File: config.mk
export PLATFORM = sky130hd
export DESIGN_NAME = bounded_operand_stack_unit
export DESIGN_NICKNAME = d
export VERILOG_FILES = /design/src/sv/bos_pkg.sv /design/src/sv/bos_ram.sv /design/src/sv/bos_datapath.sv /design/src/sv/bos_ctrl.sv /design/src/sv/bounded_operand_stack_unit.sv
export SDC_FILE = /design/constraint.sdc
export NUM_CORES = 2
export LEC_CHECK = 0
export BUFFER_PORTS_ARGS = -buffer_cell sky130_fd_sc_hd__buf_2
export CORE_MARGIN = 2
export CORE_UTILIZATION = 30
export DETAILED_ROUTE_END_ITERATION = 6
export RECOVER_POWER = 50
export SYNTH_ARGS = -nofsm -noshare
export SYNTH_HDL_FRONTEND = slang
export SYNTH_SLANG_ARGS = --single-unit
File: constraint.sdc
create_clock -name clk -period 6.1 [get_ports clk]
set_input_delay 0.305 -clock clk [delete_from_list [all_inputs] [get_ports clk]]
set_output_delay 0.305 -clock clk [all_outputs]
set_load 0.02 [all_outputs]
File: src/sv/bos_pkg.sv
package bos_pkg;

  // Operation codes carried in the kind field
  typedef enum logic [2:0] {
    KIND_PUSH = 3'd0,
    KIND_DUMP = 3'd1,
    KIND_PEEK = 3'd2,
    KIND_POP  = 3'd3,
    KIND_SWAP = 3'd4
  } kind_t;

  // Result status codes
  typedef enum logic [1:0] {
    ST_OK       = 2'd0,
    ST_EMPTY    = 2'd1,
    ST_SHORT    = 2'd2,
    ST_OVERFLOW = 2'd3
  } status_t;

  localparam int MIN_FOR_SWAP = 2;

  // Input word
  typedef struct packed {
    kind_t              kind;
    logic signed [31:0] push_value;
  } cmd_word_t;

  // Output word
  typedef struct packed {
    logic signed [31:0] value;
    status_t            status;
    logic               last;
  } res_word_t;

  // Read address select
  typedef enum logic [1:0] {
    RD_TOP    = 2'd0,
    RD_SECOND = 2'd1,
    RD_PTR    = 2'd2
  } rd_sel_t;

  // Write address and data select
  typedef enum logic [1:0] {
    WR_PUSH   = 2'd0,
    WR_TOP    = 2'd1,
    WR_SECOND = 2'd2
  } wr_sel_t;

  // Commands from controller to datapath
  typedef struct packed {
    logic    cnt_inc;
    logic    cnt_dec;
    logic    ram_we;
    wr_sel_t wr_sel;
    logic    ram_re;
    rd_sel_t rd_sel;
    logic    ptr_load;
    logic    ptr_dec;
    logic    tmp_load;
    logic    out_load;
    logic    out_from_ram;
    status_t out_status;
    logic    out_last;
  } bos_ctl_t;

  // Status from datapath to controller
  typedef struct packed {
    logic count_zero;
    logic count_short;
    logic count_full;
    logic ptr_zero;
    logic out_free;
  } bos_sts_t;

endpackage

File: src/sv/bos_ram.sv
module bos_ram #(
  parameter int WIDTH = 32,
  parameter int DEPTH = 64
) (
  input  logic                     clk,
  input  logic                     we,
  input  logic [$clog2(DEPTH)-1:0] waddr,
  input  logic [WIDTH-1:0]         wdata,
  input  logic                     re,
  input  logic [$clog2(DEPTH)-1:0] raddr,
  output logic [WIDTH-1:0]         rdata
);

  logic [WIDTH-1:0] mem [DEPTH];

  // Write port
  always_ff @(posedge clk) begin
    if (we) begin
      mem[waddr] <= wdata;
    end
  end

  // Registered read; hold data when not enabled
  always_ff @(posedge clk) begin
    if (re) begin
      rdata <= mem[raddr];
    end
  end

endmodule

File: src/sv/bos_datapath.sv
module bos_datapath
  import bos_pkg::*;
#(
  parameter int STACK_DEPTH = 64
) (
  input  logic               clk,
  input  logic               rst,
  input  bos_ctl_t           ctl,
  input  logic signed [31:0] push_value,
  input  logic               res_stall,
  output bos_sts_t           sts,
  output logic               res_valid,
  output res_word_t          res
);

  localparam int AW = $clog2(STACK_DEPTH);
  localparam int CW = $clog2(STACK_DEPTH + 1);

  logic [CW-1:0] count;
  logic [CW-1:0] count_m1;
  logic [CW-1:0] count_m2;
  logic [AW-1:0] ptr;
  logic [AW-1:0] ptr_m1;
  logic [31:0]   tmp;
  logic [31:0]   rdata;
  logic [AW-1:0] raddr;
  logic [AW-1:0] waddr;
  logic [31:0]   wdata;

  assign count_m1 = count - CW'(1);
  assign count_m2 = count - CW'(2);
  assign ptr_m1   = ptr - AW'(1);

  // Status toward the controller
  assign sts.count_zero  = (count == '0);
  assign sts.count_short = (count < CW'(MIN_FOR_SWAP));
  assign sts.count_full  = (count >= CW'(STACK_DEPTH));
  assign sts.ptr_zero    = (ptr == '0);
  assign sts.out_free    = !res_valid || !res_stall;

  // Select read address
  always_comb begin
    case (ctl.rd_sel)
      RD_TOP:    raddr = count_m1[AW-1:0];
      RD_SECOND: raddr = count_m2[AW-1:0];
      RD_PTR:    raddr = ptr_m1;
      default:   raddr = count_m1[AW-1:0];
    endcase
  end

  // Select write address and data
  always_comb begin
    case (ctl.wr_sel)
      WR_PUSH: begin
        waddr = count[AW-1:0];
        wdata = push_value;
      end
      WR_TOP: begin
        waddr = count_m1[AW-1:0];
        wdata = rdata;
      end
      WR_SECOND: begin
        waddr = count_m2[AW-1:0];
        wdata = tmp;
      end
      default: begin
        waddr = count[AW-1:0];
        wdata = push_value;
      end
    endcase
  end

  bos_ram #(
    .WIDTH (32),
    .DEPTH (STACK_DEPTH)
  ) u_ram (
    .clk   (clk),
    .we    (ctl.ram_we),
    .waddr (waddr),
    .wdata (wdata),
    .re    (ctl.ram_re),
    .raddr (raddr),
    .rdata (rdata)
  );

  // Element count
  always_ff @(posedge clk) begin
    if (rst) begin
      count <= '0;
    end else if (ctl.cnt_inc) begin
      count <= count + CW'(1);
    end else if (ctl.cnt_dec) begin
      count <= count_m1;
    end
  end

  // Dump pointer and swap holding register
  always_ff @(posedge clk) begin
    if (ctl.ptr_load) begin
      ptr <= count_m1[AW-1:0];
    end else if (ctl.ptr_dec) begin
      ptr <= ptr_m1;
    end
    if (ctl.tmp_load) begin
      tmp <= rdata;
    end
  end

  // Output register: load a new word or drop the taken one
  always_ff @(posedge clk) begin
    if (rst) begin
      res_valid <= 1'b0;
    end else if (ctl.out_load) begin
      res_valid <= 1'b1;
    end else if (!res_stall) begin
      res_valid <= 1'b0;
    end
  end

  always_ff @(posedge clk) begin
    if (ctl.out_load) begin
      res.value  <= ctl.out_from_ram ? rdata : 32'sd0;
      res.status <= ctl.out_status;
      res.last   <= ctl.out_last;
    end
  end

`ifndef ASSERT_OFF
  a_count_bound: assert property (@(posedge clk) disable iff (rst)
    count <= CW'(STACK_DEPTH))
    else $error("element count above depth");

  a_push_room: assert property (@(posedge clk) disable iff (rst)
    ctl.cnt_inc |-> (count < CW'(STACK_DEPTH)))
    else $error("push on full stack");

  a_pop_nonempty: assert property (@(posedge clk) disable iff (rst)
    ctl.cnt_dec |-> (count != '0))
    else $error("pop on empty stack");
`endif

endmodule

File: src/sv/bos_ctrl.sv
module bos_ctrl
  import bos_pkg::*;
(
  input  logic     clk,
  input  logic     rst,
  input  logic     cmd_valid,
  input  kind_t    kind,
  input  bos_sts_t sts,
  output logic     cmd_stall,
  output bos_ctl_t ctl
);

  typedef enum logic [5:0] {
    S_IDLE = 6'b000001,
    S_PEEK = 6'b000010,
    S_DUMP = 6'b000100,
    S_SWA  = 6'b001000,
    S_SWB  = 6'b010000,
    S_SWC  = 6'b100000
  } state_t;

  state_t state;
  state_t state_next;
  logic   accept;

  assign cmd_stall = !((state == S_IDLE) && sts.out_free);
  assign accept    = cmd_valid && !cmd_stall;

  always_ff @(posedge clk) begin
    if (rst) begin
      state <= S_IDLE;
    end else begin
      state <= state_next;
    end
  end

  // Decode operation and sequence multi-cycle work
  always_comb begin
    ctl        = '0;
    ctl.out_status = ST_OK;
    ctl.wr_sel = WR_PUSH;
    ctl.rd_sel = RD_TOP;
    state_next = state;
    case (state)
      S_IDLE: begin
        if (accept) begin
          ctl.out_last = 1'b1;
          case (kind)
            KIND_PUSH: begin
              ctl.out_load = 1'b1;
              if (sts.count_full) begin
                ctl.out_status = ST_OVERFLOW;
              end else begin
                ctl.ram_we  = 1'b1;
                ctl.cnt_inc = 1'b1;
              end
            end
            KIND_POP: begin
              ctl.out_load = 1'b1;
              if (sts.count_zero) begin
                ctl.out_status = ST_EMPTY;
              end else begin
                ctl.cnt_dec = 1'b1;
              end
            end
            KIND_PEEK: begin
              if (sts.count_zero) begin
                ctl.out_load   = 1'b1;
                ctl.out_status = ST_EMPTY;
              end else begin
                ctl.ram_re = 1'b1;
                state_next = S_PEEK;
              end
            end
            KIND_SWAP: begin
              if (sts.count_short) begin
                ctl.out_load   = 1'b1;
                ctl.out_status = ST_SHORT;
              end else begin
                ctl.ram_re = 1'b1;
                state_next = S_SWA;
              end
            end
            KIND_DUMP: begin
              if (!sts.count_zero) begin
                ctl.ram_re   = 1'b1;
                ctl.ptr_load = 1'b1;
                state_next   = S_DUMP;
              end
            end
            default: begin
              // unused code: drop the word
            end
          endcase
        end
      end
      S_PEEK: begin
        if (sts.out_free) begin
          ctl.out_load     = 1'b1;
          ctl.out_from_ram = 1'b1;
          ctl.out_last     = 1'b1;
          state_next       = S_IDLE;
        end
      end
      S_DUMP: begin
        if (sts.out_free) begin
          ctl.out_load     = 1'b1;
          ctl.out_from_ram = 1'b1;
          ctl.out_last     = sts.ptr_zero;
          if (sts.ptr_zero) begin
            state_next = S_IDLE;
          end else begin
            ctl.ram_re  = 1'b1;
            ctl.rd_sel  = RD_PTR;
            ctl.ptr_dec = 1'b1;
          end
        end
      end
      S_SWA: begin
        // hold top, fetch the one below
        ctl.tmp_load = 1'b1;
        ctl.ram_re   = 1'b1;
        ctl.rd_sel   = RD_SECOND;
        state_next   = S_SWB;
      end
      S_SWB: begin
        ctl.ram_we = 1'b1;
        ctl.wr_sel = WR_TOP;
        state_next = S_SWC;
      end
      S_SWC: begin
        ctl.ram_we = 1'b1;
        ctl.wr_sel = WR_SECOND;
        if (sts.out_free) begin
          ctl.out_load = 1'b1;
          ctl.out_last = 1'b1;
          state_next   = S_IDLE;
        end
      end
      default: begin
        state_next = S_IDLE;
      end
    endcase
  end

`ifndef ASSERT_OFF
  a_swap_order: assert property (@(posedge clk) disable iff (rst)
    (state == S_SWC) |-> ($past(state) == S_SWB || $past(state) == S_SWC))
    else $error("swap write-back out of order");

  a_load_free: assert property (@(posedge clk) disable iff (rst)
    ctl.out_load |-> sts.out_free)
    else $error("output overwritten while held");

  a_busy_stall: assert property (@(posedge clk) disable iff (rst)
    (state != S_IDLE) |-> cmd_stall)
    else $error("word accepted while busy");
`endif

endmodule

File: src/sv/bounded_operand_stack_unit.sv
// Push and pop: result registered at accept; next word the cycle after, unless stalled.
// Peek: read, then S_PEEK; swap: S_SWA, S_SWB, S_SWC (single RAM read and write port).
// Dump of n elements: one result per cycle while not stalled, after the first RAM read.
// Output stall holds the result register and blocks new words until it drains.
// Reset (rst, synchronous): element count cleared, FSM idle, no result pending.
module bounded_operand_stack_unit
  import bos_pkg::*;
#(
  parameter int STACK_DEPTH = 64
) (
  input  logic      clk,
  input  logic      rst,
  input  logic      cmd_valid,
  output logic      cmd_stall,
  input  cmd_word_t cmd,
  output logic      res_valid,
  input  logic      res_stall,
  output res_word_t res
);

  bos_ctl_t ctl;
  bos_sts_t sts;

  bos_ctrl u_ctrl (
    .clk       (clk),
    .rst       (rst),
    .cmd_valid (cmd_valid),
    .kind      (cmd.kind),
    .sts       (sts),
    .cmd_stall (cmd_stall),
    .ctl       (ctl)
  );

  bos_datapath #(
    .STACK_DEPTH (STACK_DEPTH)
  ) u_datapath (
    .clk        (clk),
    .rst        (rst),
    .ctl        (ctl),
    .push_value (cmd.push_value),
    .res_stall  (res_stall),
    .sts        (sts),
    .res_valid  (res_valid),
    .res        (res)
  );

endmodule
# After elaboration in Yosys (flattened, before gate mapping)
# Memory sizes are Yosys's and may differ from the RTL's. A register that Yosys moved wholly into a read port is not among the register bits.
# Cells that the tools add are included.
[totals]
register_bits = 87
ram_bits = 2048
out_inout_bits = 37
word_cells = 114
mem_count = 1
[op_classes]
addsub = 4
n_lt_le_gt_ge = 2
eq_ne = 23
muxes = 57
reduce_logical = 19
[memory_table]
columns = ["memory", "words", "width", "read_ports", "rd_ports_with_merged_regs", "write_ports", "line_no", "rtl"]
rows = [
  ["u_datapath.u_ram.mem", 64, 32, 1, 1, 1, "bos_ram.sv:14", "logic [WIDTH-1:0] mem [DEPTH];"],
]
[ops]
columns = ["cell", "count"]
rows = [
  ["case mux 32 bit (2 select lines)", 1],
  ["two-way mux 6 bit", 9],
  ["case mux 6 bit (5 select lines)", 1],
  ["two-way mux 1 bit", 25],
  ["case mux 6 bit (2 select lines)", 2],
  ["case mux 6 bit (3 select lines)", 1],
  ["two-way mux 7 bit", 2],
  ["case mux 1 bit (3 select lines)", 4],
  ["OR reduction 2 bit", 6],
  ["inequality test 2 x 1 -> 1 bit (second input constant)", 5],
  ["two-way mux 3 bit", 3],
  ["inequality test 3 bit (second input constant)", 3],
  ["two-way mux 2 bit", 4],
  ["case mux 2 bit (2 select lines)", 2],
  ["AND reduction 8 bit", 1],
  ["adder 7 x 1 -> 7 bit (second input constant)", 1],
  [">= comparator 7 bit (second input constant)", 1],
  ["logical NOT 7 bit", 1],
  ["less-than comparator 7 x 2 -> 1 bit (second input constant)", 1],
  ["subtractor 7 x 1 -> 7 bit (second input constant)", 1],
  ["equality test 3 x 2 -> 1 bit (second input constant)", 2],
  ["equality test 6 x 1 -> 1 bit (second input constant)", 1],
  ["equality test 6 x 2 -> 1 bit (second input constant)", 1],
  ["equality test 6 x 3 -> 1 bit (second input constant)", 1],
  ["other kinds (19)", 26],
]

# Depth between registers and ports, before layout
[depth]
ltp_word = 8
ltp_mapped = 18
mapped_depth_nobuf = 14

# Hierarchy
# From an unflattened synthesis, not the netlist that was laid out.
[hier_totals]
hier_cells = 3770
hier_area_um2 = 83501.3
[by_module_without_submodules]
columns = ["module", "instances", "cells_per_inst", "area_each_um2", "seq_area_each_um2"]
rows = [
  ["bos_ram", 1, 3324, 78835.6, 62459.9],
  ["bos_datapath", 1, 363, 4062.6, 2352.3],
  ["bos_ctrl", 1, 83, 603.1, 120.1],
]

# Worst setup path after synthesis
# No wires, ideal clock.
[synth_path]
path_type = "register to register"
start = "register u_ctrl.state[5]"
end = "memory u_datapath.u_ram.mem[0][15], data pin"
setup_time_ns = 0.702
arrival_time_ns = 4.285
slack_ns = 1.113
path_stages_with_launch = 9
cell_sequence = "dfxtp_1 buf_2 nor4_1 and3b_1 ha_1 buf_1 clkbuf_1 clkbuf_1 o21ai_0"
[synth_via]
elab_chain_len = 4
elab_cells_between_ends = 6
[synth_rtl]
columns = ["element", "line_no", "rtl"]
rows = [
  ["start: declaration", "bos_ctrl.sv:22", "state_t state;"],
  ["start signal: assignment", "bos_ctrl.sv:33", "state <= state_next;"],
  ["equality test 6 bit or equality test 6 x 5 -> 1 bit (tied branches)", "bos_ctrl.sv:44", "case (state)"],
  ["case mux 2 bit (2 select lines) *", "bos_ctrl.sv:44", ""],
  ["equality test 2 bit or equality test 2 x 1 -> 1 bit (tied branches)", "bos_datapath.sv:53", "case (ctl.wr_sel)"],
  ["case mux 32 bit (2 select lines) *", "bos_datapath.sv:53", ""],
  ["via u_datapath.u_ram.wdata[15]", "bos_ram.sv:8", "input logic [WIDTH-1:0] wdata,"],
  ["end: declaration", "bos_ram.sv:14", ""],
]
# Mark *: on every way through the listed nets, which the timed path passes. The rest lies on a longest branch.

# Worst setup path after layout
[layout_path]
start = "register u_ctrl.state[0]"
end = "memory u_datapath.u_ram.mem[57][8], data pin"
# Same word-level chain as after synthesis.

==> results summary <==
The run finished, with violations left. The final reports fail on DRC, capacitance limit, slew limit. The count of clock tree sinks is 2167. The cell accounting for the most synthesized area is edfxtp_1.

The global-route wire length before repair is roughly 350 mm. Across every metal layer, demand over resource in global routing totals 16.7%. The sequential share of the synthesized area came out at 76.6%.

The antenna violation net count after detailed routing came out at 0. The number of rows in the core area came out at 195. CTS built an H-tree with a depth of 4.

The clock latency on the worst-skew pair came out at around 0.85 ns. For this design, the CTS-stage hold fixing added 7 buffers. The final cycle utilization of the critical path is 95.0%. The aggregate routed wire length is between 200 and 250 mm. Setup violations remaining at the end of the flow were counted as 0.

Yosys instantiated no cell more often than edfxtp_1. The clock tree root driver cell is clkbuf_16. Before antenna repair, the detailed router went through 7 iterations. The top fanout value on the critical path is 48. In the routed design, unresolved DRC markers number 1. The region available for standard cell placement spans 0.282 mm^2. The commonest register cell after synthesis is edfxtp_1.

The arrival time at the worst endpoint is 6.34 ns. The CTS buffer count came out at ~210. The final critical-path required period is roughly 5.8 ns. The growth of design area from synthesis to finish came out at 15.0%. The peak ir drop on the vdd network is 0.303 mV. The launching element type of the critical path is a flip-flop. For the pin with the worst max-slew slack, the measured transition is roughly 3.1 ns. The power density over the cells came out at 332 mW/mm^2. TritonCTS built the clock tree. STA classifies the critical path endpoint as a flip-flop. The routability congestion estimate came out at approximately 0.84.

Measured in cells, the most critical reg-to-reg path has a length of 8. The placed wire-length estimate is 139 mm. The boundary pin count is 76. The post-route clock skew came out at 0.0315 ns. The post-detailed-route via-to-cell ratio came out at 5.23. Headroom to the max-slew limit came out at -109%. Counting flops with a built-in enable in the synthesized netlist gives 2153.

The die outline area came out at 0.287 mm^2. The netlist area before placement came out at 0.0848 mm^2. The leakage power came out at 30.0 nW.

The count of final max-slew check failures is between 1000 and 1500. Along the worst hold path, the cell count comes to 3. At the end of the flow the core is filled with cells to 34.6%. In this run, synthesis produced a sequential element count of 2167. No sink is reached through more buffers than the 3 on the longest clock path.

The area share of the leading cell type in the synthesized netlist came out at 76.3%. The number of antenna violations at the first check in global routing came out at 9. The final count of hold timing violations came out at 0. The critical path is of the reg -> reg type.

The die is 536 um wide. The fraction of registers with async set/reset is 0%. The initial utilization of the core area, before any placement, comes to 30.1%. The global route total overflow came out at 0. In this run the tool buffered the top-level ports with 75 buffer cells. The layout cell share with drive strength beyond 1 is about 13%. The count of routing violations after the opening detailed-route iteration is 6948. The post-synthesis area per instance is 15.2 um^2. The number of buffers inserted by post-CTS setup repair came out at 0. Setup repair after global routing left no endpoint under its margin. The commonest cells after synthesis are edfxtp_1 (2153), nand2_1 (1289), nand3_1 (417), mux2i_1 (271), clkbuf_1 (193). After detailed routing, the average wire length per cell comes to between 20 and 30 um. The via count of the first global-routing pass was 48300. The total of cells resized after clock tree synthesis came out at 0.

Entering global routing, the biggest net connects 125 pins. Counting every instance in the synthesized netlist gives roughly 5600. The number of nets in the final layout is 5772. The post-synthesis net count came out at 5619. The total vias in the final route is 50400.

The number of violations of the max-capacitance limit is 30. In this run the worst hold path is classified as in -> reg. The clock transition at the registers of the reported paths came out at about 0.060 ns. The critical path data required time came out at 6.65 ns. The vertical die dimension came out at 536 um. The number of warnings issued by yosys came out at 0. The post-synthesis cell type count came out at 64.

The summed negative setup slack over all endpoints came out at 0 ns. The fmax came out at 173 MHz. Yosys attributes the largest share of cell area to edfxtp_1 (76%), nand2_1 (5.7%), mux2i_1 (3.2%), nand3_1 (2.5%), a32oi_1 (2.0%).
[flip-flops by register name (all words and copies together), names as in the netlist]
register and cells:
u_datapath.res_valid 1, u_datapath.u_ram.mem 2048, u_datapath.tmp 32, u_datapath.count 7
u_datapath.u_ram.rdata 32, u_datapath.res 35, u_datapath.ptr 6, u_ctrl.state 6
[routing by layer]
layer / track usage [%] / up-vias / part of all wire, %
li1: - / 21700 / -
met1: 22.7 / 25800 / 41
met2: 26.4 / 2517 / 46
met3: 3.25 / 403 / 9.3
met4: 6.33 / 0 / 3.7
met5: 0 / - / 0
[cells by family (layout without fill, tap and decap cells)]
| logic type | after synthesis | in the layout | synth area share (%) |
|---|---|---|---|
| compound gates | 572 | 572 | 5.21 |
| buf+inv | 368 | 695 | 1.87 |
| fa+ha+maj | 11 | 11 | 0.162 |
| simple gates | 2041 | 2041 | 10.4 |
| flops | 2167 | 2167 | 76.6 |
| other cells | 0 | 2 | 0 |
| mux | 393 | 393 | 5.62 |
| xor+xnor | 17 | 17 | 0.176 |
[critical path: stages, from the launching register on]
cell,delay [ns]
dfxtp_1,0.33
nor3_1,0.37
nand3_1,0.27
inv_1,0.11
ha_1,0.29
buf_4,0.55
a22oi_1,0.34
o21ai_0,2.34
buf_4,0.80
[stage by stage]
step | hold slack, ns | power [mW] | worst slack (ns) | instance area [um^2] | std cells
2_1_floorplan | 0.384 | 18.8 | 1.11 | 84800 | 5569
3_3_place_gp | 0.474 | 20.3 | 0.721 | 91300 | 9244
3_5_place_dp | 0.475 | 20.3 | 0.650 | 91300 | 9244
4_1_cts | 0.0765 | 32.5 | 0.608 | 97800 | 9639
5_1_grt | 0.279 | 33.3 | 0.175 | 97500 | 9639
6_report | 0.305 | 32.4 | 0.303 | 97500 | 9641
[cells in the final DEF (no fill, tap or decap), drive strengths merged, types with 4 or more instances in the layout]
cell type	n
nand2	1289
bufinv	10
o311a	30
clkinv	112
o21a	4
ha	11
a31oi	64
and2	39
and3	6
dfxtp	14
mux2i	271
nand3	417
nand4	134
a311oi	31
nor3	11
inv	19
a32oi	192
nor3b	4
o32ai	4
xor2	6
mux4	60
clkinvlp	4
clkbuf	328
dlygate4sd3	7
a22oi	64
buf	215
nor2b	9
mux2	62
nor2	105
a211oi	4
o22ai	5
or3	5
a21oi	49
o21ai	44
o211ai	60
xnor2	11
edfxtp	2153
[final timing paths]
check	startpoint	endpoint	slack (ns)
worst max-delay path	u_ctrl.state[0]$_SDFFE_PP1P_	u_datapath.u_ram.mem[57][8]$_DFFE_PP_	0.30
worst min-delay path	cmd[29]	u_datapath.u_ram.mem[2][29]$_DFFE_PP_	0.30
worst max register to register	u_ctrl.state[0]$_SDFFE_PP1P_	u_datapath.u_ram.mem[57][8]$_DFFE_PP_	0.30
worst min register to register	u_datapath.u_ram.rdata[20]$_DFFE_PP_	u_datapath.tmp[20]$_DFFE_PP_	0.49
[final cells by class]
class	instances	area (um^2)
diodes	2	5.00
multi-input cells	3034	19000
clock inverters	130	931
well taps	3743	4680
flip-flops and latches	2167	64900
clock buffers	258	5560
inverters	15	56.3
fillers	26700	184000
repair buffers	292	2270
[where the power goes]
part	internal, mW	switching (mW)	total, mW
Sequential	16.5	0.0389	16.5
Combinational	0.953	2.52	3.48
Clock	6.87	5.50	12.4
Note: power is estimated with default switching activity, not from simulation.
